==> config.mk <==
export PLATFORM = sky130hd
export DESIGN_NAME = abi_call_parameter_walker_top
export DESIGN_NICKNAME = d
export VERILOG_FILES = /design/src/rtl/acpw_pkg.sv /design/src/rtl/abi_call_parameter_walker_top.sv /design/src/rtl/acpw_cfg.sv /design/src/rtl/acpw_step.sv
export SDC_FILE = /design/constraint.sdc
export NUM_CORES = 1
export LEC_CHECK = 0
export ABC_AREA = 1
export ABC_CLOCK_PERIOD_IN_PS = 2700
export BUFFER_PORTS_ARGS = -buffer_cell sky130_fd_sc_hd__buf_2
export CAP_MARGIN = 20
export CORE_AREA = 5 5 185 187
export CTS_CLUSTER_SIZE = 16
export DETAILED_ROUTE_END_ITERATION = 12
export DIE_AREA = 0 0 190 192
export GPL_TIMING_DRIVEN = 0
export PLACE_DENSITY = 0.68
export SLEW_MARGIN = 10
export SYNTH_ARGS = -nofsm -noshare
export SYNTH_HDL_FRONTEND = slang
export SYNTH_SLANG_ARGS = --single-unit
==> constraint.sdc <==
create_clock -name clk -period 2.7 [get_ports clk]
set_input_delay 0 -clock clk [delete_from_list [all_inputs] [get_ports clk]]
set_output_delay 0 -clock clk [all_outputs]
set_load 0.05 [all_outputs]
==> src/rtl/acpw_pkg.sv <==
`timescale 1ns / 1ps
package acpw_pkg;

    localparam int WORD_BYTES = 32;
    localparam int COUNT_BITS = 16;

    typedef logic [COUNT_BITS-1:0] count_t;

    typedef struct packed {
        logic        first_word;
        logic [63:0] word_0;
        logic [63:0] word_1;
        logic [63:0] word_2;
        logic [63:0] word_3;
    } in_word_t;

    typedef struct packed {
        logic        status;
        logic [3:0]  capture_kind;
        logic [1:0]  side;
        logic [5:0]  text_bytes;
        logic [15:0] short_value;
    } out_word_t;

    typedef enum logic [5:0] {
        F_BODY_OFF, F_BENEF, F_SELLER, F_ID, F_URI_OFF, F_CRE_OFF, F_ROY_OFF,
        F_SIGS_OFF, F_URI_LEN, F_URI_DATA, F_CRE_QTY, F_CRE_ADDR, F_CRE_VAL,
        F_ROY_QTY, F_ROY_ADDR, F_ROY_VAL, F_SIGS_QTY, F_SIG_OFF, F_SIG_LEN,
        F_SIG_DATA, F_DONE,
        F_MAKER, F_MAKE_OFF, F_TAKER, F_TAKE_OFF, F_SALT, F_START, F_END,
        F_DTYPE, F_DOFF, F_MAKE_ASSET, F_TAKE_ASSET, F_ODATA_LEN, F_ODATA,
        F_OSIG_LEN, F_OSIG,
        F_LEFT_OFF, F_LSIG_OFF, F_RIGHT_OFF, F_RSIG_OFF,
        F_TO, F_APPROVED,
        F_NAME_OFF, F_SYM_OFF, F_BURI_OFF, F_CURI_OFF, F_OPS_OFF, F_TSALT,
        F_PROXY, F_LAZY, F_NAME_LEN, F_NAME, F_SYM_LEN, F_SYM, F_BURI_LEN,
        F_BURI, F_CURI_LEN, F_CURI, F_OPS_QTY, F_OP_ADDR, F_OP_VAL
    } field_t;

    localparam logic [2:0] KIND_MINT     = 3'd0;
    localparam logic [2:0] KIND_CANCEL   = 3'd1;
    localparam logic [2:0] KIND_MATCH    = 3'd2;
    localparam logic [2:0] KIND_TRANSFER = 3'd3;
    localparam logic [2:0] KIND_APPROVE  = 3'd4;
    localparam logic [2:0] KIND_CREATE   = 3'd5;
    localparam logic [2:0] KIND_INIT     = 3'd6;

    localparam logic [3:0] CAP_NONE     = 4'd0;
    localparam logic [3:0] CAP_MAKER    = 4'd1;
    localparam logic [3:0] CAP_TAKER    = 4'd2;
    localparam logic [3:0] CAP_BENEF    = 4'd3;
    localparam logic [3:0] CAP_SELLER   = 4'd4;
    localparam logic [3:0] CAP_ID       = 4'd5;
    localparam logic [3:0] CAP_CREATOR  = 4'd6;
    localparam logic [3:0] CAP_ROYALTY  = 4'd7;
    localparam logic [3:0] CAP_NAME     = 4'd8;
    localparam logic [3:0] CAP_SYMBOL   = 4'd9;
    localparam logic [3:0] CAP_PROXY    = 4'd10;
    localparam logic [3:0] CAP_LAZY     = 4'd11;
    localparam logic [3:0] CAP_OPERATOR = 4'd12;
    localparam logic [3:0] CAP_APPROVAL = 4'd13;
    localparam logic [3:0] CAP_TO       = 4'd14;

    localparam logic [1:0] SIDE_NONE  = 2'd0;
    localparam logic [1:0] SIDE_LEFT  = 2'd1;
    localparam logic [1:0] SIDE_RIGHT = 2'd2;
    localparam logic [1:0] SIDE_PAST  = 2'd3;

    typedef struct packed {
        field_t      field_step;
        logic [2:0]  asset_step;
        count_t      skip_count;
        count_t      skip_start;
        count_t      text_length;
        count_t      list_count;
        count_t      signature_words;
        count_t      signature_count;
        logic [1:0]  side_of_order;
    } walk_state_t;

    function automatic field_t first_field(input logic [2:0] kind);
        field_t f;
        case (kind)
            KIND_MINT, KIND_CANCEL, KIND_TRANSFER: f = F_BODY_OFF;
            KIND_MATCH:                            f = F_LEFT_OFF;
            KIND_APPROVE:                          f = F_TO;
            KIND_CREATE, KIND_INIT:                f = F_NAME_OFF;
            default:                               f = F_DONE;
        endcase
        return f;
    endfunction

    function automatic walk_state_t restart_state(input logic [2:0] kind);
        walk_state_t s;
        s = '0;
        s.field_step = first_field(kind);
        return s;
    endfunction

endpackage

==> src/rtl/abi_call_parameter_walker_top.sv <==
`timescale 1ns / 1ps
// walks the 32-byte argument words of one contract call, one word per cycle: each accepted
// word is classified by a single combinational step against the walk state, and its result
// word is loaded into the output register at the accepting edge, so it is offered in the next
// cycle; a new word is taken every cycle while the output register is empty or being
// drained. first_word restarts the walk, and a call_kind write (register 0) restarts it for
// the new layout
module abi_call_parameter_walker_top
    import acpw_pkg::*;
(
    input  logic        clk,
    input  logic        rst_n,
    input  logic        psel,
    input  logic        penable,
    input  logic        pwrite,
    input  logic [0:0]  paddr,
    input  logic [31:0] pwdata,
    output logic [31:0] prdata,
    output logic        pready,
    input  logic        in_valid,
    output logic        in_ready,
    input  in_word_t    in_data,
    output logic        out_valid,
    input  logic        out_ready,
    output out_word_t   out_data
);

    logic [2:0]  call_kind;
    logic        kind_write;
    walk_state_t state_reg;
    walk_state_t state_next;
    out_word_t   res;
    out_word_t   out_reg;
    logic        out_valid_reg;
    logic        take;

    acpw_cfg u_cfg (
        .clk        (clk),
        .rst_n      (rst_n),
        .psel       (psel),
        .penable    (penable),
        .pwrite     (pwrite),
        .paddr      (paddr),
        .pwdata     (pwdata),
        .prdata     (prdata),
        .pready     (pready),
        .call_kind  (call_kind),
        .kind_write (kind_write)
    );

    acpw_step u_step (
        .call_kind (call_kind),
        .cur       (state_reg),
        .word      (in_data),
        .nxt       (state_next),
        .res       (res)
    );

    assign in_ready  = !out_valid_reg || out_ready;
    assign take      = in_valid && in_ready;
    assign out_valid = out_valid_reg;
    assign out_data  = out_reg;

    always_ff @(posedge clk or negedge rst_n)
    begin
        if (!rst_n)
        begin
            state_reg     <= restart_state(KIND_MINT);
            out_valid_reg <= 1'b0;
        end
        else
        begin
            if (kind_write)
            begin
                state_reg <= restart_state(pwdata[2:0]);
            end
            else if (take)
            begin
                state_reg <= state_next;
            end
            if (take)
            begin
                out_valid_reg <= 1'b1;
            end
            else if (out_ready)
            begin
                out_valid_reg <= 1'b0;
            end
        end
    end

    always_ff @(posedge clk)
    begin
        if (take)
        begin
            out_reg <= res;
        end
    end

    a_hold: assert property (@(posedge clk) disable iff (!rst_n)
        out_valid && !out_ready |=> out_valid && $stable(out_data))
        else $error("result word dropped while stalled");
    a_ready: assert property (@(posedge clk) disable iff (!rst_n)
        !out_valid |-> in_ready)
        else $error("input stalled with empty output");
    a_text: assert property (@(posedge clk) disable iff (!rst_n)
        out_valid && out_data.text_bytes != 6'd0 |->
        out_data.capture_kind == CAP_NAME || out_data.capture_kind == CAP_SYMBOL)
        else $error("text bytes on non-text capture");

endmodule

==> src/rtl/acpw_cfg.sv <==
`timescale 1ns / 1ps
module acpw_cfg
    import acpw_pkg::*;
(
    input  logic        clk,
    input  logic        rst_n,
    input  logic        psel,
    input  logic        penable,
    input  logic        pwrite,
    input  logic [0:0]  paddr,
    input  logic [31:0] pwdata,
    output logic [31:0] prdata,
    output logic        pready,
    output logic [2:0]  call_kind,
    output logic        kind_write
);

    logic [2:0] call_kind_reg;

    assign pready     = 1'b1;
    assign kind_write = psel && penable && pwrite && (paddr == 1'b0);
    assign call_kind  = call_kind_reg;
    assign prdata     = (paddr == 1'b0) ? {29'd0, call_kind_reg} : 32'd0;

    always_ff @(posedge clk or negedge rst_n)
    begin
        if (!rst_n)
        begin
            call_kind_reg <= KIND_MINT;
        end
        else if (kind_write)
        begin
            call_kind_reg <= pwdata[2:0];
        end
    end

endmodule

==> src/rtl/acpw_step.sv <==
`timescale 1ns / 1ps
module acpw_step
    import acpw_pkg::*;
(
    input  logic [2:0]  call_kind,
    input  walk_state_t cur,
    input  in_word_t    word,
    output walk_state_t nxt,
    output out_word_t   res
);

    walk_state_t s;
    count_t      w_count;
    logic [15:0] w_low16;
    count_t      n_words;
    logic        done;

    assign w_count = word.word_3[COUNT_BITS-1:0];
    assign w_low16 = word.word_3[15:0];
    assign n_words = count_t'(({1'b0, w_count} + (COUNT_BITS+1)'(WORD_BYTES - 1))
                     >> $clog2(WORD_BYTES));

    always_comb
    begin
        s    = word.first_word ? restart_state(call_kind) : cur;
        res  = '0;
        res.side = s.side_of_order;
        done = 1'b0;
        case (call_kind)
            KIND_MINT, KIND_TRANSFER:
            begin
                case (s.field_step)
                    F_BODY_OFF: s.field_step = F_BENEF;
                    F_BENEF:
                    begin
                        res.capture_kind = CAP_BENEF;
                        s.field_step = (call_kind == KIND_TRANSFER) ? F_SELLER : F_ID;
                    end
                    F_SELLER:
                    begin
                        if (call_kind != KIND_TRANSFER) res.status = 1'b1;
                        else
                        begin
                            res.capture_kind = CAP_SELLER;
                            s.field_step = F_ID;
                        end
                    end
                    F_ID:
                    begin
                        res.capture_kind = CAP_ID;
                        s.field_step = F_URI_OFF;
                    end
                    F_URI_OFF:  s.field_step = F_CRE_OFF;
                    F_CRE_OFF:  s.field_step = F_ROY_OFF;
                    F_ROY_OFF:  s.field_step = F_SIGS_OFF;
                    F_SIGS_OFF: s.field_step = F_URI_LEN;
                    F_URI_LEN:
                    begin
                        if (n_words == '0) s.field_step = F_CRE_QTY;
                        else
                        begin
                            s.skip_count = n_words;
                            s.field_step = F_URI_DATA;
                        end
                    end
                    F_URI_DATA:
                    begin
                        if (s.skip_count <= count_t'(1))
                        begin
                            s.skip_count = '0;
                            s.field_step = F_CRE_QTY;
                        end
                        else s.skip_count = s.skip_count - count_t'(1);
                    end
                    F_CRE_QTY:
                    begin
                        s.list_count = w_count;
                        s.field_step = (w_count == '0) ? F_ROY_QTY : F_CRE_ADDR;
                    end
                    F_CRE_ADDR:
                    begin
                        if (s.list_count == count_t'(1)) res.capture_kind = CAP_CREATOR;
                        s.field_step = F_CRE_VAL;
                    end
                    F_CRE_VAL:
                    begin
                        if (s.list_count <= count_t'(1))
                        begin
                            s.list_count = '0;
                            s.field_step = F_ROY_QTY;
                        end
                        else
                        begin
                            s.list_count = s.list_count - count_t'(1);
                            s.field_step = F_CRE_ADDR;
                        end
                    end
                    F_ROY_QTY:
                    begin
                        s.list_count = w_count;
                        s.field_step = (w_count == '0) ? F_SIGS_QTY : F_ROY_ADDR;
                    end
                    F_ROY_ADDR: s.field_step = F_ROY_VAL;
                    F_ROY_VAL:
                    begin
                        if (s.list_count == count_t'(1))
                        begin
                            res.capture_kind = CAP_ROYALTY;
                            res.short_value  = w_low16;
                        end
                        if (s.list_count <= count_t'(1))
                        begin
                            s.list_count = '0;
                            s.field_step = F_SIGS_QTY;
                        end
                        else
                        begin
                            s.list_count = s.list_count - count_t'(1);
                            s.field_step = F_ROY_ADDR;
                        end
                    end
                    F_SIGS_QTY:
                    begin
                        s.signature_count = w_count;
                        s.skip_count      = w_count;
                        s.field_step = (w_count == '0) ? F_DONE : F_SIG_OFF;
                    end
                    F_SIG_OFF:
                    begin
                        if (s.skip_count <= count_t'(1))
                        begin
                            s.skip_count = '0;
                            s.field_step = F_SIG_LEN;
                        end
                        else s.skip_count = s.skip_count - count_t'(1);
                    end
                    F_SIG_LEN, F_SIG_DATA:
                    begin
                        if (s.field_step == F_SIG_LEN)
                        begin
                            if (n_words == '0) done = 1'b1;
                            else
                            begin
                                s.signature_words = n_words;
                                s.field_step = F_SIG_DATA;
                            end
                        end
                        else if (s.signature_words <= count_t'(1))
                        begin
                            s.signature_words = '0;
                            done = 1'b1;
                        end
                        else s.signature_words = s.signature_words - count_t'(1);
                        if (done)
                        begin
                            if (s.signature_count <= count_t'(1))
                            begin
                                s.signature_count = '0;
                                s.field_step = F_DONE;
                            end
                            else
                            begin
                                s.signature_count = s.signature_count - count_t'(1);
                                s.field_step = F_SIG_LEN;
                            end
                        end
                    end
                    default: res.status = 1'b1;
                endcase
            end
            KIND_CANCEL, KIND_MATCH:
            begin
                if (call_kind == KIND_CANCEL && s.field_step == F_BODY_OFF)
                    s.field_step = F_MAKER;
                else if (call_kind == KIND_MATCH && s.side_of_order == SIDE_NONE)
                begin
                    case (s.field_step)
                        F_LEFT_OFF:  s.field_step = F_LSIG_OFF;
                        F_LSIG_OFF:  s.field_step = F_RIGHT_OFF;
                        F_RIGHT_OFF: s.field_step = F_RSIG_OFF;
                        F_RSIG_OFF:
                        begin
                            s.side_of_order = SIDE_LEFT;
                            s.field_step = F_MAKER;
                        end
                        default: res.status = 1'b1;
                    endcase
                end
                else if (call_kind == KIND_MATCH && s.side_of_order == SIDE_PAST)
                    res.status = 1'b1;
                else
                begin
                    case (s.field_step)
                        F_MAKER:
                        begin
                            res.capture_kind = CAP_MAKER;
                            s.field_step = F_MAKE_OFF;
                        end
                        F_MAKE_OFF: s.field_step = F_TAKER;
                        F_TAKER:
                        begin
                            res.capture_kind = CAP_TAKER;
                            s.field_step = F_TAKE_OFF;
                        end
                        F_TAKE_OFF: s.field_step = F_SALT;
                        F_SALT:     s.field_step = F_START;
                        F_START:    s.field_step = F_END;
                        F_END:      s.field_step = F_DTYPE;
                        F_DTYPE:    s.field_step = F_DOFF;
                        F_DOFF:
                        begin
                            s.field_step = F_MAKE_ASSET;
                            s.asset_step = 3'd0;
                        end
                        F_MAKE_ASSET, F_TAKE_ASSET:
                        begin
                            case (s.asset_step)
                                3'd0, 3'd1, 3'd2, 3'd3:
                                    s.asset_step = s.asset_step + 3'd1;
                                3'd4:
                                begin
                                    if (n_words == '0) done = 1'b1;
                                    else
                                    begin
                                        s.skip_count = n_words;
                                        s.asset_step = 3'd5;
                                    end
                                end
                                3'd5:
                                begin
                                    if (s.skip_count <= count_t'(1))
                                    begin
                                        s.skip_count = '0;
                                        done = 1'b1;
                                    end
                                    else s.skip_count = s.skip_count - count_t'(1);
                                end
                                default: res.status = 1'b1;
                            endcase
                            if (done)
                            begin
                                s.field_step = (s.field_step == F_MAKE_ASSET) ?
                                               F_TAKE_ASSET : F_ODATA_LEN;
                                s.asset_step = 3'd0;
                            end
                        end
                        F_ODATA_LEN:
                        begin
                            if (n_words == '0) s.field_step = F_OSIG_LEN;
                            else
                            begin
                                s.skip_count = n_words;
                                s.field_step = F_ODATA;
                            end
                        end
                        F_ODATA:
                        begin
                            if (s.skip_count <= count_t'(1))
                            begin
                                s.skip_count = '0;
                                s.field_step = F_OSIG_LEN;
                            end
                            else s.skip_count = s.skip_count - count_t'(1);
                        end
                        F_OSIG_LEN:
                        begin
                            if (n_words == '0) done = 1'b1;
                            else
                            begin
                                s.skip_count = n_words;
                                s.field_step = F_OSIG;
                            end
                        end
                        F_OSIG:
                        begin
                            if (s.skip_count <= count_t'(1))
                            begin
                                s.skip_count = '0;
                                done = 1'b1;
                            end
                            else s.skip_count = s.skip_count - count_t'(1);
                        end
                        default: res.status = 1'b1;
                    endcase
                    if (done && (s.field_step == F_OSIG_LEN || s.field_step == F_OSIG))
                    begin
                        s.field_step = F_MAKER;
                        s.side_of_order = (call_kind == KIND_CANCEL) ? SIDE_PAST :
                            ((s.side_of_order == SIDE_LEFT) ? SIDE_RIGHT : SIDE_PAST);
                    end
                end
            end
            KIND_APPROVE:
            begin
                case (s.field_step)
                    F_TO:
                    begin
                        res.capture_kind = CAP_TO;
                        s.field_step = F_APPROVED;
                    end
                    F_APPROVED:
                    begin
                        res.capture_kind = CAP_APPROVAL;
                        res.short_value  = w_low16;
                        s.field_step = F_DONE;
                    end
                    default: res.status = 1'b1;
                endcase
            end
            KIND_CREATE, KIND_INIT:
            begin
                case (s.field_step)
                    F_NAME_OFF: s.field_step = F_SYM_OFF;
                    F_SYM_OFF:  s.field_step = F_BURI_OFF;
                    F_BURI_OFF: s.field_step = F_CURI_OFF;
                    F_CURI_OFF:
                        s.field_step = (call_kind == KIND_INIT) ? F_PROXY : F_OPS_OFF;
                    F_OPS_OFF:
                        if (call_kind == KIND_INIT) res.status = 1'b1;
                        else s.field_step = F_TSALT;
                    F_TSALT:
                        if (call_kind == KIND_INIT) res.status = 1'b1;
                        else s.field_step = F_NAME_LEN;
                    F_PROXY:
                        if (call_kind != KIND_INIT) res.status = 1'b1;
                        else
                        begin
                            res.capture_kind = CAP_PROXY;
                            s.field_step = F_LAZY;
                        end
                    F_LAZY:
                        if (call_kind != KIND_INIT) res.status = 1'b1;
                        else
                        begin
                            res.capture_kind = CAP_LAZY;
                            s.field_step = F_NAME_LEN;
                        end
                    F_NAME_LEN, F_SYM_LEN:
                    begin
                        s.text_length = w_count;
                        s.skip_start  = n_words;
                        if (n_words == '0)
                            s.field_step = (s.field_step == F_NAME_LEN) ? F_SYM_LEN : F_BURI_LEN;
                        else
                        begin
                            s.skip_count = n_words;
                            s.field_step = (s.field_step == F_NAME_LEN) ? F_NAME : F_SYM;
                        end
                    end
                    F_NAME, F_SYM:
                    begin
                        if (s.skip_count == s.skip_start)
                        begin
                            res.capture_kind = (s.field_step == F_NAME) ? CAP_NAME : CAP_SYMBOL;
                            res.text_bytes = (s.text_length < count_t'(WORD_BYTES)) ?
                                6'(s.text_length) : 6'(WORD_BYTES);
                            res.short_value = 16'(s.text_length);
                        end
                        if (s.skip_count <= count_t'(1))
                        begin
                            s.skip_count = '0;
                            s.field_step = (s.field_step == F_NAME) ? F_SYM_LEN : F_BURI_LEN;
                        end
                        else s.skip_count = s.skip_count - count_t'(1);
                    end
                    F_BURI_LEN, F_CURI_LEN:
                    begin
                        if (n_words == '0)
                            s.field_step = (s.field_step == F_BURI_LEN) ? F_CURI_LEN :
                                ((call_kind == KIND_INIT) ? F_DONE : F_OPS_QTY);
                        else
                        begin
                            s.skip_count = n_words;
                            s.field_step = (s.field_step == F_BURI_LEN) ? F_BURI : F_CURI;
                        end
                    end
                    F_BURI, F_CURI:
                    begin
                        if (s.skip_count <= count_t'(1))
                        begin
                            s.skip_count = '0;
                            s.field_step = (s.field_step == F_BURI) ? F_CURI_LEN :
                                ((call_kind == KIND_INIT) ? F_DONE : F_OPS_QTY);
                        end
                        else s.skip_count = s.skip_count - count_t'(1);
                    end
                    F_OPS_QTY:
                        if (call_kind == KIND_INIT) res.status = 1'b1;
                        else
                        begin
                            s.skip_count = w_count;
                            s.field_step = (w_count == '0) ? F_DONE : F_OP_ADDR;
                        end
                    F_OP_ADDR:
                        if (call_kind == KIND_INIT) res.status = 1'b1;
                        else
                        begin
                            if (s.skip_count == count_t'(1)) res.capture_kind = CAP_OPERATOR;
                            s.field_step = F_OP_VAL;
                        end
                    F_OP_VAL:
                        if (call_kind == KIND_INIT) res.status = 1'b1;
                        else if (s.skip_count <= count_t'(1))
                        begin
                            s.skip_count = '0;
                            s.field_step = F_DONE;
                        end
                        else
                        begin
                            s.skip_count = s.skip_count - count_t'(1);
                            s.field_step = F_OP_ADDR;
                        end
                    default: res.status = 1'b1;
                endcase
            end
            default: res.status = 1'b1;
        endcase
        nxt = s;
    end

endmodule

# == Word-level counts from Yosys, hierarchy flattened ==
# Index checks and enable logic that the tools add are counted.
# op_classes
n_bitwise,1
n_eq_ne,85
magnitude_cmp,5
n_mux,156
reduce_logical,50
addsub,6
# op_table
operator,count
$mux 107,3
$mux 16,16
$mux 6,33
$pmux 16 s3,4
$eq 6x6->1 const B,31
$mux 19,9
$pmux 6 s19,1
$pmux 16 s2,3
$pmux 6 s4,4
$eq 6x5->1 const B,15
$pmux 6 s15,1
$pmux 6 s13,1
$le 16x1->1 const B,4
$mux 32,2
$pmux 16 s4,1
$sub 16x1->16 const B,4
$eq 6x4->1 const B,8
$mux 48,1
$reduce_or 2->1,17
$eq 16x1->1 const B,2
$logic_not 16->1,2
$mux 4,8
$pmux 4 s4,2
$mux 3,10
44 further kinds,121
# word_totals
ff_bits,140
wordCells,320
inputBits,297

# == Depth between registers and ports, before layout ==
# logic_depth
ltp_word,28
mapped_depth,28

# == By module ==
# From an unflattened synthesis, not the netlist that was laid out.
# hier_totals
hier_cells,2330
area_unflattened_um2,14111.0
# by_module_without_submodules
module,area_each_um2,n_inst,cells_each,seq_area_each_um2
acpw_step,8615.8,1,1762,0.0
abi_call_parameter_walker_top,5099.9,1,512,3573.4
acpw_cfg,395.4,1,56,75.1

# == Worst setup path after synthesis ==
# OpenSTA, ideal clock, no wires.
# synth_path
path_kind,flip-flop to flip-flop
startpoint,reg out_valid_reg (netlist: out_valid)
endpoint,reg state_reg[14] in the netlist's numbering
synth_period_minus_slack_ns,3.007
stages_incl_launch_ff,9
arrival_ns,2.866
setup_slack_ns,-0.307
path_buffers,2
setup_time_ns,0.141
cell_sequence,dfrtp_1 -> nand2_1 -> nand2_1 -> inv_1 -> nor2_1 -> inv_1 -> clkbuf_1 -> clkbuf_1 -> o22ai_1
# synth_via
elab_chain_cells,4
# synth_lines
item,line,rtl
"start, declared",abi_call_parameter_walker_top.sv:34,logic out_valid_reg;
"start signal, assigned",abi_call_parameter_walker_top.sv:69,out_valid_reg <= 1'b0;
"start signal, assigned",abi_call_parameter_walker_top.sv:83,out_valid_reg <= 1'b1;
"start signal, assigned",abi_call_parameter_walker_top.sv:87,out_valid_reg <= 1'b0;
$logic_not 1->1,abi_call_parameter_walker_top.sv:59,assign in_ready = !out_valid_reg || out_ready;
$logic_or 1x1->1,abi_call_parameter_walker_top.sv:59,
named net in_ready,abi_call_parameter_walker_top.sv:21,"output logic in_ready,"
$logic_and 1x1->1,abi_call_parameter_walker_top.sv:60,assign take = in_valid && in_ready;
named net take,abi_call_parameter_walker_top.sv:35,logic take;
$reduce_bool 2->1 (no line),--,
"end signal, assigned",abi_call_parameter_walker_top.sv:68,state_reg <= restart_state(KIND_MINT);
"end signal, assigned",abi_call_parameter_walker_top.sv:75,state_reg <= restart_state(pwdata[2:0]);
"end signal, assigned",abi_call_parameter_walker_top.sv:79,state_reg <= state_next;
"end, declared",abi_call_parameter_walker_top.sv:30,walk_state_t state_reg;
# The timed path passes the listed nets, and every way through them passes these cells.
# A chain may end at the register's enable or synchronous reset.

# == Final worst setup path ==
# layout_path
startpoint,reg u_cfg.call_kind_reg[2] (netlist: u_cfg.call_kind[2])
endpoint,reg state_reg[104] in the netlist's numbering
# layout_via
elab_chain_cells,22
# layout_lines
item,line,rtl
"start, declared",acpw_cfg.sv:18,logic [2:0] call_kind_reg;
"start signal, assigned",acpw_cfg.sv:33,call_kind_reg <= pwdata[2:0];
"$eq 3x1->1, or another cell as far along","acpw_pkg.sv:83, acpw_step.sv:29, acpw_step.sv:173",
$reduce_or 3->1 or $reduce_or 2->1 (tied branches),"acpw_pkg.sv:83, acpw_step.sv:29",
$pmux 6 s4,acpw_pkg.sv:83,case (kind)
$mux 107,acpw_step.sv:25,s = word.first_word ? restart_state(call_kind) : cur;
$eq 6x5->1,"acpw_step.sv:193, acpw_step.sv:242",
$mux 6,acpw_step.sv:242,s.field_step = (s.field_step == F_MAKE_ASSET) ?
$mux 9,acpw_step.sv:240,if (done)
$pmux 6 s13,acpw_step.sv:193,case (s.field_step)
[6 not listed],--,
$logic_and 1x1->1,acpw_step.sv:285,if (done && (s.field_step == F_OSIG_LEN || s.field_step == F_OSIG))
$mux 6,acpw_step.sv:285,
$mux 25,acpw_step.sv:189,else if (call_kind == KIND_MATCH && s.side_of_order == SIDE_PAST)
$mux 6,acpw_step.sv:175,else if (call_kind == KIND_MATCH && s.side_of_order == SIDE_NONE)
$mux 6,acpw_step.sv:173,if (call_kind == KIND_CANCEL && s.field_step == F_BODY_OFF)
$pmux 6 s4 (*),acpw_step.sv:29,case (call_kind)
$mux 107 (*),abi_call_parameter_walker_top.sv:77,else if (take)
$mux 107 (*),abi_call_parameter_walker_top.sv:73,if (kind_write)
# Mark *: on every way between the ends. The rest lies on a longest branch, timed or not. The select of a mux whose other input is x is not followed.

==> impl_metrics.xml <==
<?xml version="1.0" encoding="UTF-8"?>
<metrics>
  <group name="clock_network">
    <metric name="cts_num_sinks" unit="">140</metric>
    <metric name="cts_max_level" unit="">4</metric>
    <metric name="tritoncts" unit="">built</metric>
    <metric name="numCtsBuffers" unit="">17</metric>
    <metric name="clock_path_buffers" unit="">2</metric>
    <metric name="cts.clk_slew.worst_paths" unit="ns">0.07</metric>
    <metric name="insertion_delay" unit="ns">0.45</metric>
    <metric name="root_buffer_master" unit="">sky130_fd_sc_hd__clkbuf_16</metric>
  </group>
  <group name="run_status">
    <metric name="run_status" unit="">complete, but fails checks</metric>
    <metric name="failed_checks" unit="">hold timing, setup timing</metric>
  </group>
  <group name="grt">
    <metric name="grt_pass1_vias" unit="">16515</metric>
    <metric name="pin_count_of_the_biggest_net_entering_global_routing" unit="">60</metric>
    <metric name="globalRouteTotalUtil" unit="">0.393</metric>
    <metric name="grt_antenna_before_repair" unit="">0</metric>
    <metric name="globalRouteOverflowTotal" unit="">0</metric>
    <metric name="wire_length_of_the_first_global_routing_pass" unit="um">107000</metric>
  </group>
  <group name="layout">
    <metric name="post_route_cell_area" unit="sq um">18500</metric>
    <metric name="flip_flop_count_of_the_largest_register_after_layout" unit="">107</metric>
    <metric name="insertedDiodeCount" unit="">0</metric>
    <metric name="synthToLayoutAreaGrowth" unit="%">29.7</metric>
    <metric name="multi_input_area" unit="sq um">9850</metric>
    <metric name="final_cell_count_no_fill" unit="">2932</metric>
    <metric name="layout_common_cells" unit="">429 x sky130_fd_sc_hd__nand2_1, 240 x sky130_fd_sc_hd__inv_1, 233 x sky130_fd_sc_hd__nor2_1</metric>
    <metric name="layout-drive-gt1-share" unit="">0.265</metric>
    <metric name="nFillCells" unit="">3199</metric>
    <metric name="number_of_nets_in_the_final_layout" unit="">2786</metric>
    <metric name="post-route-util" unit="">0.573</metric>
    <metric name="register_area" unit="sq um">3650</metric>
    <metric name="layout.cells.most_common" unit="">sky130_fd_sc_hd__nand2_1</metric>
  </group>
  <group name="synthesis">
    <metric name="number_of_synthesized_register_bits" unit="">140</metric>
    <metric name="synth_top_family_by_area" unit="">simple AND/OR/NAND/NOR gates</metric>
    <metric name="syn_area_cell" unit="sq um">6.44</metric>
    <metric name="synth_ff_type" unit="">sky130_fd_sc_hd__dfrtp_1</metric>
    <metric name="synth_enable_flop_cells" unit="">29</metric>
    <metric name="synth-compound-area-share" unit="">0.236</metric>
    <metric name="cell_area_after_synthesis" unit="sq um">14300</metric>
    <metric name="yosys.area_share.xor_xnor" unit="">0.0221</metric>
    <metric name="yosys-mux-area-fraction" unit="">0</metric>
    <metric name="share_of_synthesized_cell_area_in_and_or_nand_and_nor_gates" unit="">0.344</metric>
    <metric name="synth_sequential_area_ratio" unit="">0.256</metric>
    <metric name="postSynthCellCount" unit="">2215</metric>
    <metric name="synth-async-reset-ratio" unit="">0.793</metric>
    <metric name="netlist-cell-type-count" unit="">61</metric>
    <metric name="synth.yosys.warnings" unit="">0</metric>
    <metric name="synth_adder_area_share" unit="">0.0105</metric>
  </group>
  <group name="run">
    <metric name="timing.max_cap.violations" unit="">0</metric>
  </group>
  <group name="critical_path">
    <metric name="crit_arrival" unit="ns">3.32</metric>
    <metric name="endpoint_kind" unit="">flop</metric>
    <metric name="worstReg2RegStart" unit="">u_cfg.call_kind[2]</metric>
    <metric name="setup_slack_of_the_worst_register_to_register_path" unit="ns">-0.28</metric>
    <metric name="crit_fanout" unit="">8</metric>
    <metric name="crit_required" unit="ns">3.05</metric>
    <metric name="crit_type" unit="">flop to flop</metric>
    <metric name="worst-r2r-cell-count" unit="">17</metric>
    <metric name="worstReg2RegEnd" unit="">state_reg[104]</metric>
    <metric name="critical_path_source_type" unit="">flop</metric>
  </group>
  <group name="place">
    <metric name="placement.setup.worst_slack" unit="ns">-1.69</metric>
    <metric name="post_dp_cell_area" unit="sq um">15300</metric>
    <metric name="globalplace.congestion" unit="">1.07</metric>
    <metric name="dp_hpwl" unit="um">54000</metric>
    <metric name="port_buffers" unit="">60</metric>
    <metric name="numPlacedInstances" unit="">2746</metric>
  </group>
  <group name="timing">
    <metric name="fmaxAchievable" unit="MHz">336</metric>
    <metric name="hold_slack" unit="ns">-0.0124</metric>
    <metric name="report.final.hold_viol_count" unit="">1</metric>
    <metric name="slew_violations" unit="">0</metric>
    <metric name="worst_clock_skew" unit="ns">0.00905</metric>
    <metric name="fin_crit_sh" unit="">1.10</metric>
    <metric name="timing.setup.tns" unit="ns">-4.61</metric>
    <metric name="post-route-min-period" unit="ns">2.98</metric>
    <metric name="worst-slew-pin-transition" unit="ns">1.12</metric>
    <metric name="grt_setup_unrepaired" unit="">true</metric>
    <metric name="slew_headroom" unit="">0.251</metric>
    <metric name="post-route-worst-setup-slack" unit="ns">-0.276</metric>
    <metric name="setup_viol" unit="">42</metric>
  </group>
  <group name="floorplan">
    <metric name="area_of_the_die" unit="sq um">36500</metric>
    <metric name="top_level_ports" unit="">361</metric>
    <metric name="fp.dieH" unit="um">192</metric>
    <metric name="die-width" unit="um">190</metric>
    <metric name="floorplan.initialDensity" unit="">0.442</metric>
    <metric name="core_area" unit="sq um">32300</metric>
    <metric name="placementRows" unit="">66</metric>
  </group>
  <group name="routing">
    <metric name="via_count" unit="">18127</metric>
    <metric name="drt_wl_total" unit="um">74400</metric>
    <metric name="ant_nets" unit="">0</metric>
    <metric name="drc_errors" unit="">0</metric>
    <metric name="met2RoutedLength" unit="um">30200</metric>
    <metric name="route.detailed.vias_per_inst" unit="">6.18</metric>
    <metric name="top_routing_layer_in_use" unit="">met4</metric>
    <metric name="met1Wirelength" unit="um">29700</metric>
    <metric name="drt_pre_antenna_iters" unit="">7</metric>
    <metric name="routed_length_on_met3" unit="um">9890</metric>
    <metric name="drt-initial-drc-count" unit="">2660</metric>
    <metric name="post_drt_wl_per_cell" unit="um">25.4</metric>
  </group>
  <group name="worst_hold_path">
    <metric name="whs_endpoint" unit="">out_valid</metric>
    <metric name="hp-start" unit="">in_valid</metric>
    <metric name="worstHoldPathType" unit="">input pin to flop</metric>
    <metric name="worst_hold_path.num_cells" unit="">3</metric>
  </group>
  <group name="power">
    <metric name="p_leak" unit="nW">8.67</metric>
    <metric name="ir_worst_vdd" unit="V">0.000499</metric>
    <metric name="total_power" unit="mW">13.6</metric>
    <metric name="power-per-cell-area" unit="nW/um^2">735</metric>
  </group>
</metrics>
-- worst max-delay path: stages, from the launching register on --
cell,delay [ns]
sky130_fd_sc_hd__dfrtp_2,0.51
sky130_fd_sc_hd__nand3_4,0.14
sky130_fd_sc_hd__a21oi_4,0.22
sky130_fd_sc_hd__clkinv_4,0.17
sky130_fd_sc_hd__nand2_8,0.13
sky130_fd_sc_hd__inv_6,0.04
sky130_fd_sc_hd__buf_6,0.13
sky130_fd_sc_hd__nand2_2,0.07
sky130_fd_sc_hd__nand2_2,0.05
sky130_fd_sc_hd__nor2_2,0.11
sky130_fd_sc_hd__nand2_1,0.08
sky130_fd_sc_hd__nor2_2,0.12
sky130_fd_sc_hd__nand2_2,0.12
sky130_fd_sc_hd__buf_6,0.14
sky130_fd_sc_hd__o211ai_1,0.31
sky130_fd_sc_hd__nand4_1,0.25
sky130_fd_sc_hd__nand2_1,0.17
sky130_fd_sc_hd__a21oi_1,0.08
-- synthesized netlist by cell type (all sizes together) (9+ instances only) --
cell type | count | area share
nand2 | 534 | 0.16
nor2 | 311 | 0.096
inv | 294 | 0.078
o21ai | 231 | 0.082
nand3 | 117 | 0.050
dfrtp | 111 | 0.19
a21oi | 101 | 0.036
o22ai | 80 | 0.035
buf | 76 | 0.039
clkbuf | 46 | 0.012
o211ai | 38 | 0.020
nor3 | 37 | 0.017
nand4 | 34 | 0.016
a22oi | 30 | 0.016
edfxtp | 29 | 0.061
xor2 | 28 | 0.017
o221ai | 24 | 0.015
o2111ai | 15 | 0.0092
ha | 12 | 0.011
o31ai | 10 | 0.0053
a31oi | 9 | 0.0039
-- timing repair --
action,in CTS,in global routing
hold endpoints to repair,78,0
gates resized for setup,246,165
pin swaps,71,64
buffers inserted,89,47
gates cloned,2,1
setup endpoints to repair,127,111
hold buffers,17,0
-- worst max path at each step --
stage	slack, ns	end	depth (start not counted)	startpoint
6_report	-0.28	state_reg[104]	17	u_cfg.call_kind[2]
5_1_grt	-0.33	state_reg[103]	23	u_cfg.call_kind[0]
4_1_cts	-0.1	state_reg[103]	22	u_cfg.call_kind[2]
3_5_place_dp	-1.69	state_reg[82]	22	in_data[256]
3_3_place_gp	-1.70	state_reg[82]	22	in_data[256]
2_1_floorplan	0.05	state_reg[14]	8	out_valid
-- report_power, final --
part           internal, mW  leakage (nW)  total [mW]  switching, mW
logic                  2.79          6.59        8.58           5.78
registers              2.43          1.80        2.64          0.209
clock network          1.25         0.271        2.37           1.12
total                  6.47          8.67        13.6           7.11
-- routing by layer --
layer,GRT usage,vias up
met4,0.203,0
met3,0.0987,263
met5,0,-
met2,0.564,1405
li1,-,7946
met1,0.544,8513
-- final cells by class --
class,count,area share
repair buffers,215,0.0924
flip-flops and latches,140,0.197
multi-input cells,1684,0.533
clock buffers,20,0.0247
well taps,442,0.0299
plain buffers,121,0.0520
clock inverters,12,0.00561
repair inverters,1,0.000271
inverters,297,0.0649
-- kinds of logic after synthesis --
family                   after synthesis
buffers and inverters                419
adder cells (fa/ha/maj)               12
AO/OA/AOI/OAI                        559
flip-flops                           140
XOR/XNOR                              36
other                                  2
AND/OR/NAND/NOR                     1047
Power figures use the tool's default switching activity.
